## config.mk

```make
export PLATFORM = sky130hd
export DESIGN_NAME = sac_queue
export DESIGN_NICKNAME = d
export VERILOG_FILES = /design/src/sv/sac_pkg.sv /design/src/sv/sac_queue.sv
export SDC_FILE = /design/constraint.sdc
export NUM_CORES = 1
export LEC_CHECK = 0
export BUFFER_PORTS_ARGS = -buffer_cell sky130_fd_sc_hd__buf_2
export CAP_MARGIN = 10
export CORE_ASPECT_RATIO = 0.5
export CORE_MARGIN = 2
export CORE_UTILIZATION = 40
export DETAILED_ROUTE_END_ITERATION = 8
export HOLD_SLACK_MARGIN = 0.1
export PLACE_DENSITY = 0.6
export SYNTH_ARGS = -nofsm -noshare
export SYNTH_HDL_FRONTEND = slang
export SYNTH_SLANG_ARGS = --single-unit
```

## constraint.sdc

```tcl
create_clock -name clk -period 6.4 [get_ports clk]
set_input_delay 0.32 -clock clk [delete_from_list [all_inputs] [get_ports clk]]
set_output_delay 0.32 -clock clk [all_outputs]
set_load 0.05 [all_outputs]
```

## src/sv/sac_pkg.sv

```systemverilog
package sac_pkg;

  localparam int NUM_CLASSES     = 14;
  localparam int SLABS_PER_CLASS = 4;
  localparam int TOTAL_SLABS     = NUM_CLASSES * SLABS_PER_CLASS;
  localparam int SLAB_W          = 6;   // slab number, address bits 21:16
  localparam int CLS_W           = 4;
  localparam int WORD_W          = 7;   // 128 bitmap words per slab
  localparam int SLOT_W          = 13;
  localparam int HWM_W           = 8;
  localparam int OFF_W           = 16;
  localparam int STRIDE_W        = 15;
  localparam logic [15:0] FIRST_BLOCK = 16'd1032;   // header plus slot tag
  localparam logic [15:0] MAX_BLOCK   = 16'd16384;

  typedef enum logic [1:0] {
    ST_OK       = 2'd0,
    ST_NO_SLAB  = 2'd1,
    ST_BAD_SIZE = 2'd2,
    ST_BAD_FREE = 2'd3
  } status_t;

  // Classified request handed from front to back.
  typedef struct packed {
    logic                 is_free;
    logic                 reject;
    status_t              rej_status;
    logic [CLS_W-1:0]     cls;
    logic [SLAB_W-1:0]    slab;
    logic [OFF_W-1:0]     blk_off;  // slab offset minus first block offset
  } cmd_t;

  function automatic logic [STRIDE_W-1:0] stride_of(input logic [CLS_W-1:0] cls);
    stride_of = (STRIDE_W'(2) << cls) + STRIDE_W'(8);
  endfunction

  // Slots per slab for each class: (64 KiB - 1 KiB) / stride.
  function automatic logic [SLOT_W-1:0] slot_count(input logic [CLS_W-1:0] cls);
    case (cls)
      4'd0:    slot_count = 13'd6451;
      4'd1:    slot_count = 13'd5376;
      4'd2:    slot_count = 13'd4032;
      4'd3:    slot_count = 13'd2688;
      4'd4:    slot_count = 13'd1612;
      4'd5:    slot_count = 13'd896;
      4'd6:    slot_count = 13'd474;
      4'd7:    slot_count = 13'd244;
      4'd8:    slot_count = 13'd124;
      4'd9:    slot_count = 13'd62;
      4'd10:   slot_count = 13'd31;
      4'd11:   slot_count = 13'd15;
      4'd12:   slot_count = 13'd7;
      4'd13:   slot_count = 13'd3;
      default: slot_count = 13'd0;
    endcase
  endfunction

endpackage

```

## src/sv/sac_queue.sv

```systemverilog
module sac_queue (
  input  logic          clk,
  input  logic          rst,
  input  logic          push,
  input  sac_pkg::cmd_t push_cmd,
  output logic          full,
  input  logic          pop,
  output logic          head_valid,
  output sac_pkg::cmd_t head_cmd
);

  sac_pkg::cmd_t entries [2];
  logic       wr_ptr;
  logic       rd_ptr;
  logic [1:0] count;

  assign full       = (count == 2'd2);
  assign head_valid = (count != 2'd0);
  assign head_cmd   = entries[rd_ptr];

  always_ff @(posedge clk) begin
    if (push) begin
      entries[wr_ptr] <= push_cmd;
    end
    if (rst) begin
      wr_ptr <= 1'b0;
      rd_ptr <= 1'b0;
      count  <= 2'd0;
    end else begin
      if (push) wr_ptr <= ~wr_ptr;
      if (pop)  rd_ptr <= ~rd_ptr;
      count <= count + 2'(push) - 2'(pop);
    end
  end

endmodule

```

==> impl_metrics.yaml <==
timing:
  setup_violations: 0
  relSlewSlack: 0.307
  rsz0062_at_grt: "no"
  hold_viol: 0
  finClkSkew_ns: 0.00297
  fmax_ghz: 0.448
  worst_pin_slew_ns: 1.04
  setup-tns-final_ns: 0
  slew_violations: 0
  fin_crit_ns: 2.23
  finalCritPeriodShare: 0.349
clocking:
  cts_buffers: 9
  path_clk_slew_ns: 0.05
  post_cts_resized: 0
  cts_htree_levels: 3
  cts_tree: "built"
  post_cts_buffers: 0
  insertion_delay_ns: 0.31
  cts.sinks: 65
  cts.hold.buffers_added: 0
  cts_buffer_depth: 2
  cts_root_buffer: "clkbuf_16"
die:
  rows: 20
  initial_core_util: 0.414
  die_y_microns: 60.0
  core_area_sq_um: 6060
  fp.dieW_microns: 116
  die_area_sq_um: 6950
  pin_count: 66
logic_synthesis:
  syn_inst: 114
  synth-edff-count: 60
  synthArstFlopShare: 0
  synth_commonest_cells: "edfxtp_1, mux2_4, dfxtp_1"
  yosysMostFrequentCell: "edfxtp_1"
  synth_area_sq_um: 2500
  yosysWarnings: 0
  synth.distinct_cells: 12
  ys_seq_area_frac: 0.759
  synth_largest_area_cell: "edfxtp_1"
  synth_area_leaders: "edfxtp_1, mux2_4, dfxtp_1, buf_6, ha_1"
  ys_ff_latch: 65
  syn_nets: 150
  synth.avg_cell_area_sq_um: 22.0
  synth_top_area_share: 0.719
  synthFlopType: "edfxtp_1"
final_layout:
  drive_gt1_frac: 0.575
  nFillCells: 534
  nets: 224
  area_delta_synth_final_pct: 27.9
  final_util: 0.529
  antennaDiodeCount: 0
global_routing:
  grt_pass1_vias: 1235
  grt-ovfl-total: 0
  antenna_found_initial: 0
  grt_pass1_wl_mm: 5.69
  grt_max_degree: 31
  grt_usage: 0.117
route:
  firstDrtPassIters: 4
  wl_mm: 3.73
  drt_first_iter_violations: 19
  drcViolationCount: 0
  wire_per_inst_microns: 13.3
  antenna_left: 0
  routed_via_density: 4.28
  dr_total_vias: 1203
placement:
  hpwlAfterDp_mm: 2.39
  port_buffers: 65
  place.gp.congestion: 0.597
worst_setup_path:
  end_kind: "primary output"
  critPathMaxStageDelay_ns: 1.01
  worstPathArrival_ns: 1.91
  cp_data_required_time_ns: 6.08
  cp_top_family: "flip-flops"
  critical_path_class: "reg -> out"
  crit_chain: "mux2_4 > buf_2"
  cp_max_fo: 30
  cp_num_buf_inv: 1
  start_kind: "flop"
  critical_path.slowest_cell: "dfxtp_2"
flow_run:
  maxCapViolCount: 0
pwr:
  report.power.total_mw: 1.16
  power.density_nw_per_um2: 361
  leakagePower_nw: 1.30
  peakVddDrop_uv: 182
hold_path:
  hold_path_class: "in -> reg"
run_status:
  status: "completed"
==> flip-flops by register name, summed over array words and instances (netlist names), named ones only <==
name	flops
rd_ptr	1
wr_ptr	1
entries	60
count	2
==> cells by family (layout without fill, tap and decap cells) <==
kind of cell               count (synthesis)  count (layout)  synth area share
DFF                                       65              65             0.759
muxes                                     30              30             0.180
and+or+nand+nor                            9               9            0.0185
buffers and inverters                      5              84            0.0165
xor gates and xnor gates                   3               3            0.0160
adders and majority gates                  2               2           0.00999
==> power by group <==
group          switching [mW]  internal, mW
clock                   0.152         0.298
sequential             0.0185         0.497
combinational           0.123        0.0696
total                   0.293         0.864
==> worst paths after layout <==
check               start              to  slack [ns]  depth (start not counted)
max                  flop    head_cmd[18]        4.17                          2
min          push_cmd[16]  entries[0][16]        0.19                          1
max reg2reg        wr_ptr  entries[1][28]        4.73                          2
min reg2reg        rd_ptr            flop        0.51                          2
==> cells in the final DEF, fill, tap and decap left out <==
cell type / n
nor2b_4: 1
clkbuf_1: 3
and2_1: 1
buf_4: 1
nor2b_1: 2
xnor3_1: 1
inv_1: 2
clkinv_1: 1
ha_1: 2
clkinv_2: 2
nor2_1: 4
dfxtp_1: 4
edfxtp_1: 60
clkbuf_16: 9
mux2_4: 30
buf_2: 65
or2_2: 1
dfxtp_2: 1
xnor2_1: 2
bufinv_16: 1
==> routing by layer <==
metal,share of wire,vias to the layer above,track usage,wire [microns]
li1,-,587,-,-
met1,0.40,578,0.120,1510
met2,0.53,33,0.207,1980
met3,0.056,5,0.0538,209
met4,0.0080,0,0.0561,30
met5,0,-,0,0
==> layout make-up <==
| cell class | instances | area (sq um) | area share |
|---|---|---|---|
| clock buffers | 12 | 236 | 0.0738 |
| clock inverters | 4 | 43.8 | 0.0137 |
| flip-flops and latches | 65 | 1900 | 0.594 |
| inverters | 2 | 7.51 | 0.00234 |
| well taps | 88 | 110 | 0.0344 |
| repair buffers | 66 | 333 | 0.104 |
| multi-input cells | 44 | 569 | 0.178 |
==> per-stage QoR <==
stage	worst slack, ns	area [sq um]	std cells	hold slack [ns]
final	4.17	3200	281	0.191
after detailed placement	4.45	2920	265	0.508
after floorplan	4.30	2500	114	0.392
after CTS	4.10	3200	281	0.181
after global routing	4.06	3200	281	0.176
after global placement	4.46	2920	265	0.497
Power figures use the tool's default switching activity.
