**config.mk**
```make
export PLATFORM = sky130hd
export DESIGN_NAME = sac_front
export DESIGN_NICKNAME = d
export VERILOG_FILES = /design/src/sv/sac_pkg.sv /design/src/sv/sac_front.sv
export SDC_FILE = /design/constraint.sdc
export NUM_CORES = 1
export LEC_CHECK = 0
export ABC_CLOCK_PERIOD_IN_PS = 12800
export BUFFER_PORTS_ARGS = -buffer_cell sky130_fd_sc_hd__clkbuf_2
export CORE_UTILIZATION = 52
export DETAILED_ROUTE_END_ITERATION = 8
export PLACE_DENSITY_LB_ADDON = 0.1
export SLEW_MARGIN = 10
export SYNTH_ARGS = -nofsm -noshare
export SYNTH_HDL_FRONTEND = slang
export SYNTH_SLANG_ARGS = --single-unit
```
**constraint.sdc**
```tcl
create_clock -name vclk -period 12.8
set_input_delay 2.56 -clock vclk [all_inputs]
set_output_delay 2.56 -clock vclk [all_outputs]
set_load 0.01 [all_outputs]
```
**src/sv/sac_pkg.sv**
```systemverilog
package sac_pkg;

  localparam int NUM_CLASSES     = 14;
  localparam int SLABS_PER_CLASS = 4;
  localparam int TOTAL_SLABS     = NUM_CLASSES * SLABS_PER_CLASS;
  localparam int SLAB_W          = 6;   // slab number, address bits 21:16
  localparam int CLS_W           = 4;
  localparam int WORD_W          = 7;   // 128 bitmap words per slab
  localparam int SLOT_W          = 13;
  localparam int HWM_W           = 8;
  localparam int OFF_W           = 16;
  localparam int STRIDE_W        = 15;
  localparam logic [15:0] FIRST_BLOCK = 16'd1032;   // header plus slot tag
  localparam logic [15:0] MAX_BLOCK   = 16'd16384;

  typedef enum logic [1:0] {
    ST_OK       = 2'd0,
    ST_NO_SLAB  = 2'd1,
    ST_BAD_SIZE = 2'd2,
    ST_BAD_FREE = 2'd3
  } status_t;

  // Classified request handed from front to back.
  typedef struct packed {
    logic                 is_free;
    logic                 reject;
    status_t              rej_status;
    logic [CLS_W-1:0]     cls;
    logic [SLAB_W-1:0]    slab;
    logic [OFF_W-1:0]     blk_off;  // slab offset minus first block offset
  } cmd_t;

  function automatic logic [STRIDE_W-1:0] stride_of(input logic [CLS_W-1:0] cls);
    stride_of = (STRIDE_W'(2) << cls) + STRIDE_W'(8);
  endfunction

  // Slots per slab for each class: (64 KiB - 1 KiB) / stride.
  function automatic logic [SLOT_W-1:0] slot_count(input logic [CLS_W-1:0] cls);
    case (cls)
      4'd0:    slot_count = 13'd6451;
      4'd1:    slot_count = 13'd5376;
      4'd2:    slot_count = 13'd4032;
      4'd3:    slot_count = 13'd2688;
      4'd4:    slot_count = 13'd1612;
      4'd5:    slot_count = 13'd896;
      4'd6:    slot_count = 13'd474;
      4'd7:    slot_count = 13'd244;
      4'd8:    slot_count = 13'd124;
      4'd9:    slot_count = 13'd62;
      4'd10:   slot_count = 13'd31;
      4'd11:   slot_count = 13'd15;
      4'd12:   slot_count = 13'd7;
      4'd13:   slot_count = 13'd3;
      default: slot_count = 13'd0;
    endcase
  endfunction

endpackage

```
**src/sv/sac_front.sv**
```systemverilog
module sac_front (
  input  logic                   req_type,
  input  logic [15:0]            req_size,
  input  logic [21:0]            free_address,
  output sac_pkg::cmd_t          cmd
);

  logic [sac_pkg::CLS_W-1:0] acls;
  logic [sac_pkg::SLAB_W-1:0] fslab;
  logic [sac_pkg::OFF_W-1:0]  foff;
  logic bad_size;
  logic bad_free;

  // class = number of block sizes below the request
  always_comb begin
    acls = '0;
    for (int c = 0; c < sac_pkg::NUM_CLASSES; c++) begin
      if ({1'b0, req_size} > (17'd2 << c)) begin
        acls = acls + 4'd1;
      end
    end
  end

  assign fslab    = free_address[21:16];
  assign foff     = free_address[15:0];
  assign bad_size = (req_size == 16'd0) || (req_size > sac_pkg::MAX_BLOCK);
  assign bad_free = (fslab >= sac_pkg::SLAB_W'(sac_pkg::TOTAL_SLABS)) ||
                    (foff < sac_pkg::FIRST_BLOCK);

  always_comb begin
    cmd.is_free    = req_type;
    cmd.slab       = fslab;
    cmd.blk_off    = foff - sac_pkg::FIRST_BLOCK;
    if (req_type) begin
      cmd.reject     = bad_free;
      cmd.rej_status = sac_pkg::ST_BAD_FREE;
      cmd.cls        = fslab[5:2];
    end else begin
      cmd.reject     = bad_size;
      cmd.rej_status = sac_pkg::ST_BAD_SIZE;
      cmd.cls        = acls;
    end
  end

endmodule

```
==> metrics, run 1 <==
dpl hpwl=4770 um; drt initial violations=137; GP Congestion=0.819; Adder-Cell Fraction of Synth Area=7.92%; Crit Path Category=input port to primary output; initial cell density of the core=54.9%; sequential power share=0%; combinational share of power=100.0%; Finished Core Util=62.2%; compound-cell area share of the yosys netlist=25.6%; post-synthesis cell type count=69; most frequent cell on the critical path=ha_1; fraction of layout cells with a size suffix above 1=25.5%; Synth area leaders=ha_1, xnor2_1, xor2_1; vias in the first global route=2,058; headroom to the max-slew limit=49.2%; n_diodes=0; arrival time worst endpoint=9.75 ns; commonest non-fill, non-tap cells in the layout=clkbuf_2, nand2_1, a21oi_1; MaxCap Viol Count=0; largest family of logic cells by synthesized area=simple AND/OR/NAND/NOR gates; Hold Crit Class=input port to primary output; Simple-Gate Fraction of Synth Area=30.6%; largest net degree at the start of global routing=14; synth-to-layout area growth=13.4%; final worst-path cycle share=96.2%; final setup fails=0; P_leak=0.00110 uW; syn_area_per_cell=7.15 um^2; Mapped Area=0.00221 mm^2; Worst path max stage delay=0.60 ns; leading area contributor after synthesis=ha_1; Synth Instances=309; switching power share of the total=56.9%; GRT Total Usage=25.5%; die extent in x=67.2 um; Net Switching=27.8 uW; Worst Setup Start Kind=input port; worst slew pin tran=0.743 ns; Worst IR Drop VDD=0.0000154 V; commonest non-fill, non-tap cell in the layout=clkbuf_2; Final Worst Setup Slack=0.485 ns; Rows=23; port bufs=58; Post-Synth XOR/XNOR Area=23.1%; Die ar.=0.00452 mm^2; DRT antenna net count=0; final hold slack=5.12 ns; Yosys top cell area share=7.92%; worst hold path depth=0; multiplexer share of the synthesized area=3.34%; CP required=10.24 ns; Slowest-stage cell, CP=or4_4; global route overflow=0; internal power=21.0 uW; Final Hold Vio Count=0; initial antenna violation count=0; Final Net Count=404; drt first pass iters=4; power density over cell area=19.5 mW/mm^2; CP Max Fanout=9; FMAX=81.2 MHz; fin. max-slew vios=0; first-pass GRT wire length=9140 um; Yosys Warn Count=0; crit path time final=12.31 ns; storage element area=0 um^2; outcome=completed; Post-Route WL=5740 um; IO Pins=69; Post-Syn Nets=362; Via density=5.93; Residual DRC=0; register area share after synthesis=0%; Filler Cell Count=387; via count=2,368; clock buf count=0; die height=67.2 um; crit end category=primary output; CORE AREA=0.00403 mm^2; FF+latch count=0; pre-CTS setup slack=0.163 ns; clock network fraction of design power=0%; setup TNS=0 ns; WL/cell=14.4 um
-- worst paths after layout --
kind / startpoint / end / slack [ns]
min: free_address[1] / cmd[1] / 5.12
max: req_size[8] / cmd[24] / 0.49
-- synth_stat cells, drive strengths merged, types with 2 or more instances --
library cell   n
nand2b         3
nor3b          3
nor4          10
or3b           2
a32oi          2
or3            8
a21boi         3
o211ai         3
nor2          19
a221oi         3
o31ai          3
a2bb2oi        2
nor4b          2
nor2b          3
clkbuf         8
o21ai         15
mux2i          4
xor2          17
o22ai          2
inv           17
a21o           5
or2            3
xnor2         19
a211o          3
a21oi         21
nor3          10
mux2           3
xnor3          6
nand3          8
a2111oi        2
nand4          3
and2          11
or4            8
ha            14
nand2         25
buf           16
o2bb2ai        2
a211oi         3
and3           2
-- metal layers --
| layer | global-route usage [%] | wire [um] | vias up |
|---|---|---|---|
| met1 | 37.0 | 2790 | 1097 |
| met3 | 0.338 | 244 | 2 |
| li1 | - | - | 1213 |
| met2 | 44.3 | 2710 | 56 |
| met4 | 0.266 | 2 | 0 |
| met5 | 0 | 0 | - |
-- cell type report --
cell class	instances	area [um^2]	area share, %
multi-input combinational	268	2050	81.6
inverter	17	63.8	2.54
tap	50	62.6	2.50
timing repair buffer	64	335	13.4
-- power by group through the flow --
| stage | Clock [uW] | Sequential (uW) | Combinational [uW] |
|---|---|---|---|
| 2_1_floorplan | 0 | 0 | 31.9 |
| 3_3_place_gp | 0 | 0 | 47.1 |
| 3_5_place_dp | 0 | 0 | 47.6 |
| 4_1_cts | 0 | 0 | 47.9 |
| 5_1_grt | 0 | 0 | 54.8 |
| 6_report | 0 | 0 | 48.8 |
-- through the flow --
step | cell area [um^2] | power (uW) | cells
global route | 2510 | 54.8 | 399
global placement | 2460 | 47.1 | 398
floorplan | 2210 | 31.9 | 309
detailed placement | 2460 | 47.6 | 398
finish | 2510 | 48.8 | 399
CTS | 2460 | 47.9 | 398
-- critical path, delay by kind of cell --
kind                     cells  cell delay [ns]
AO/OA/AOI/OAI                6             1.05
multiplexers                 2             0.42
buffers and inverters        7             0.70
XOR/XNOR                     6             0.97
AND/OR/NAND/NOR              8             2.13
adder cells (fa/ha/maj)      7             1.93
-- kinds of logic (layout without fill, tap and decap cells) --
family	after synthesis	in the layout
simple gates	122	122
other cells	1	1
compound gates	81	81
mux	7	7
fa+ha+maj	14	14
buf+inv	41	81
xor+xnor	43	43
-- timing repair --
action | in CTS | in global routing
buffers inserted | 0 | 1
setup endpoints to repair | 0 | 3
hold buffers | 0 | 0
hold endpoints to repair | 0 | 0
gates resized for setup | 0 | 8
No activity file was read; power rests on OpenSTA's default activity.
==> run 2: changes to the inputs <==
ABC_CLOCK_PERIOD_IN_PS = 11800   (was 12800)
CORE_UTILIZATION = 55   (was 52)
clock period = 11.8 ns   (was 12.8 ns; I/O delays follow)
==> run 2 against run 1 <==
Power rose by 25%. Worst hold slack got worse by 0.40 ns. Wire length rose by 15%. First-iteration DRC count rose by 17%. Sequential share of layout area did not move. Final cell count rose by 5.0%. Utilization rose by 12 points. Non-clock buffer count rose by 22. Via count rose by 8.4%. Count of clock-buffer cells in the layout did not move. Critical path type unchanged. Largest power group unchanged.
==> metrics, run 2 (synthesized netlist as in run 1, its figures left out) <==
outcome=completed; via count=2,568 (+8.4%); commonest non-fill, non-tap cells in the layout=clkbuf_2, buf_4, nand2_1; first-pass GRT wire length=10,100 um (+10%); unrepaired setup endpoints after global routing=yes; fin. max-slew vios=0 (unchanged); Placed Area=0.00257 mm^2 (+4.5%); Slowest-stage cell, CP=or4_4; dpl hpwl=5070 um (+6.2%); FF+latch count=0 (unchanged); Die ar.=0.00428 mm^2 (-5.3%); Worst IR Drop VDD=0.0000200 V (+30%); pre-CTS setup slack=-0.307 ns (-0.470 ns); synth-to-layout area growth=27.3%; worst slew pin tran=0.748 ns (+0.00561 ns); total chip power=61.3 uW (+25%); FMAX=85.7 MHz; crit end category=primary output; storage element area=0 um^2 (unchanged); Hold Crit Class=input port to primary output; Crit Path Category=input port to primary output; Final Net Count=426 (+5.4%); Worst Setup Start Kind=input port; IO Pins=69 (unchanged); setup TNS=0 ns (unchanged); P_leak=0.00125 uW (+14%); die extent in x=65.4 um (-2.7%); Rows=22 (-4.3%); GP Congestion=0.885 (+8.0%); CP top delay family=adder cells; Final Worst Setup Slack=0.129 ns (-0.356 ns); global route overflow=0 (unchanged); met2 wire length=3220 um (+19%); GRT Total Usage=28.9% (+3.4 points); commonest non-fill, non-tap cell in the layout=clkbuf_2; post-route cell area=0.00281 mm^2 (+12%); Via density=6.13 (+3.3%); Final Hold Vio Count=0 (unchanged); drt initial violations=160 (+17%); Worst path max stage delay=0.56 ns (-0.04 ns); WP buf/inv=6 (-1); max layer used=met4; Post-Route WL=6570 um (+15%); largest net degree at the start of global routing=14 (unchanged); final worst-path cycle share=98.9%; MaxCap Viol Count=0 (unchanged); Filler Cell Count=306 (-21%); CP required=9.44 ns (-0.80 ns); vias in the first global route=2,254 (+9.5%); WL/cell=15.7 um (+9.0%); fraction of layout cells with a size suffix above 1=34.8% (+9.3 points); initial antenna violation count=0 (unchanged); headroom to the max-slew limit=48.8% (-0.38 points); DRT antenna net count=0 (unchanged); crit path time final=11.67 ns; die height=65.4 um (-2.7%); met3 WL=407 um (+67%); port bufs=58 (unchanged); final setup fails=0 (unchanged); clock buf count=0 (unchanged); CORE AREA=0.00377 mm^2 (-6.4%); drt first pass iters=4 (unchanged); met1 wire length=2850 um (+2.2%); arrival time worst endpoint=9.31 ns (-0.44 ns); n_diodes=0 (unchanged); power density over cell area=21.8 mW/mm^2 (+12%); CP Max Fanout=5 (-4); final hold slack=4.72 ns (-0.400 ns); Residual DRC=0 (unchanged); initial cell density of the core=58.6% (+3.8 points)
==> run 2: cell count changes in the layout (fill, tap and decap cells not counted), moves of 2 or more <==
| cell | before | now |
|---|---|---|
| buf_4 | 6 | 28 |
| ha_1 | 14 | 10 |
| a21oi_1 | 21 | 18 |
| ha_4 | 0 | 3 |
| a21oi_2 | 0 | 2 |
| and2_4 | 0 | 2 |
| mux2_2 | 3 | 1 |
| mux2_4 | 0 | 2 |
| xnor2_1 | 18 | 16 |
| xnor2_2 | 1 | 3 |
==> run 2: area by class of cell <==
class | instances | area [um^2] | area share [%]
timing repair buffer | 86 | 507 | 18.0
inverter | 17 | 63.8 | 2.27
tap | 48 | 60.1 | 2.13
multi-input combinational | 268 | 2180 | 77.6
==> run 2: power by group <==
group          internal, uW  leakage, uW  switching (uW)
clock network             0            0               0
logic                  28.0      0.00125            33.3
registers                 0            0               0
==> run 2: final timing paths <==
kind                        startpoint  cells past startpoint       to  slack (ns)
worst max-delay path       req_size[9]                     37  cmd[24]        0.13
worst min-delay path  free_address[17]                      0  cmd[17]        4.72
==> run 2: metal layers <==
| metal | GRT usage, % | vias up |
|---|---|---|
| met4 | 4.08 | 0 |
| met1 | 38.1 | 1193 |
| met5 | 0 | - |
| met3 | 3.65 | 12 |
| met2 | 50.8 | 95 |
| li1 | - | 1268 |
==> run 2: through the flow <==
step	cells	utilization, %
global placement	411	68.2
CTS	412	69.7
detailed placement	411	68.2
finish	419	74.6
floorplan	309	-
global route	419	74.6
==> run 2: timing repair <==
item,CTS,global route
hold buffers,0,0
resized for setup,10,25
hold endpoints to repair,0,0
pin swaps,2,16
setup buffers,1,7
endpoints found under the setup margin,3,3
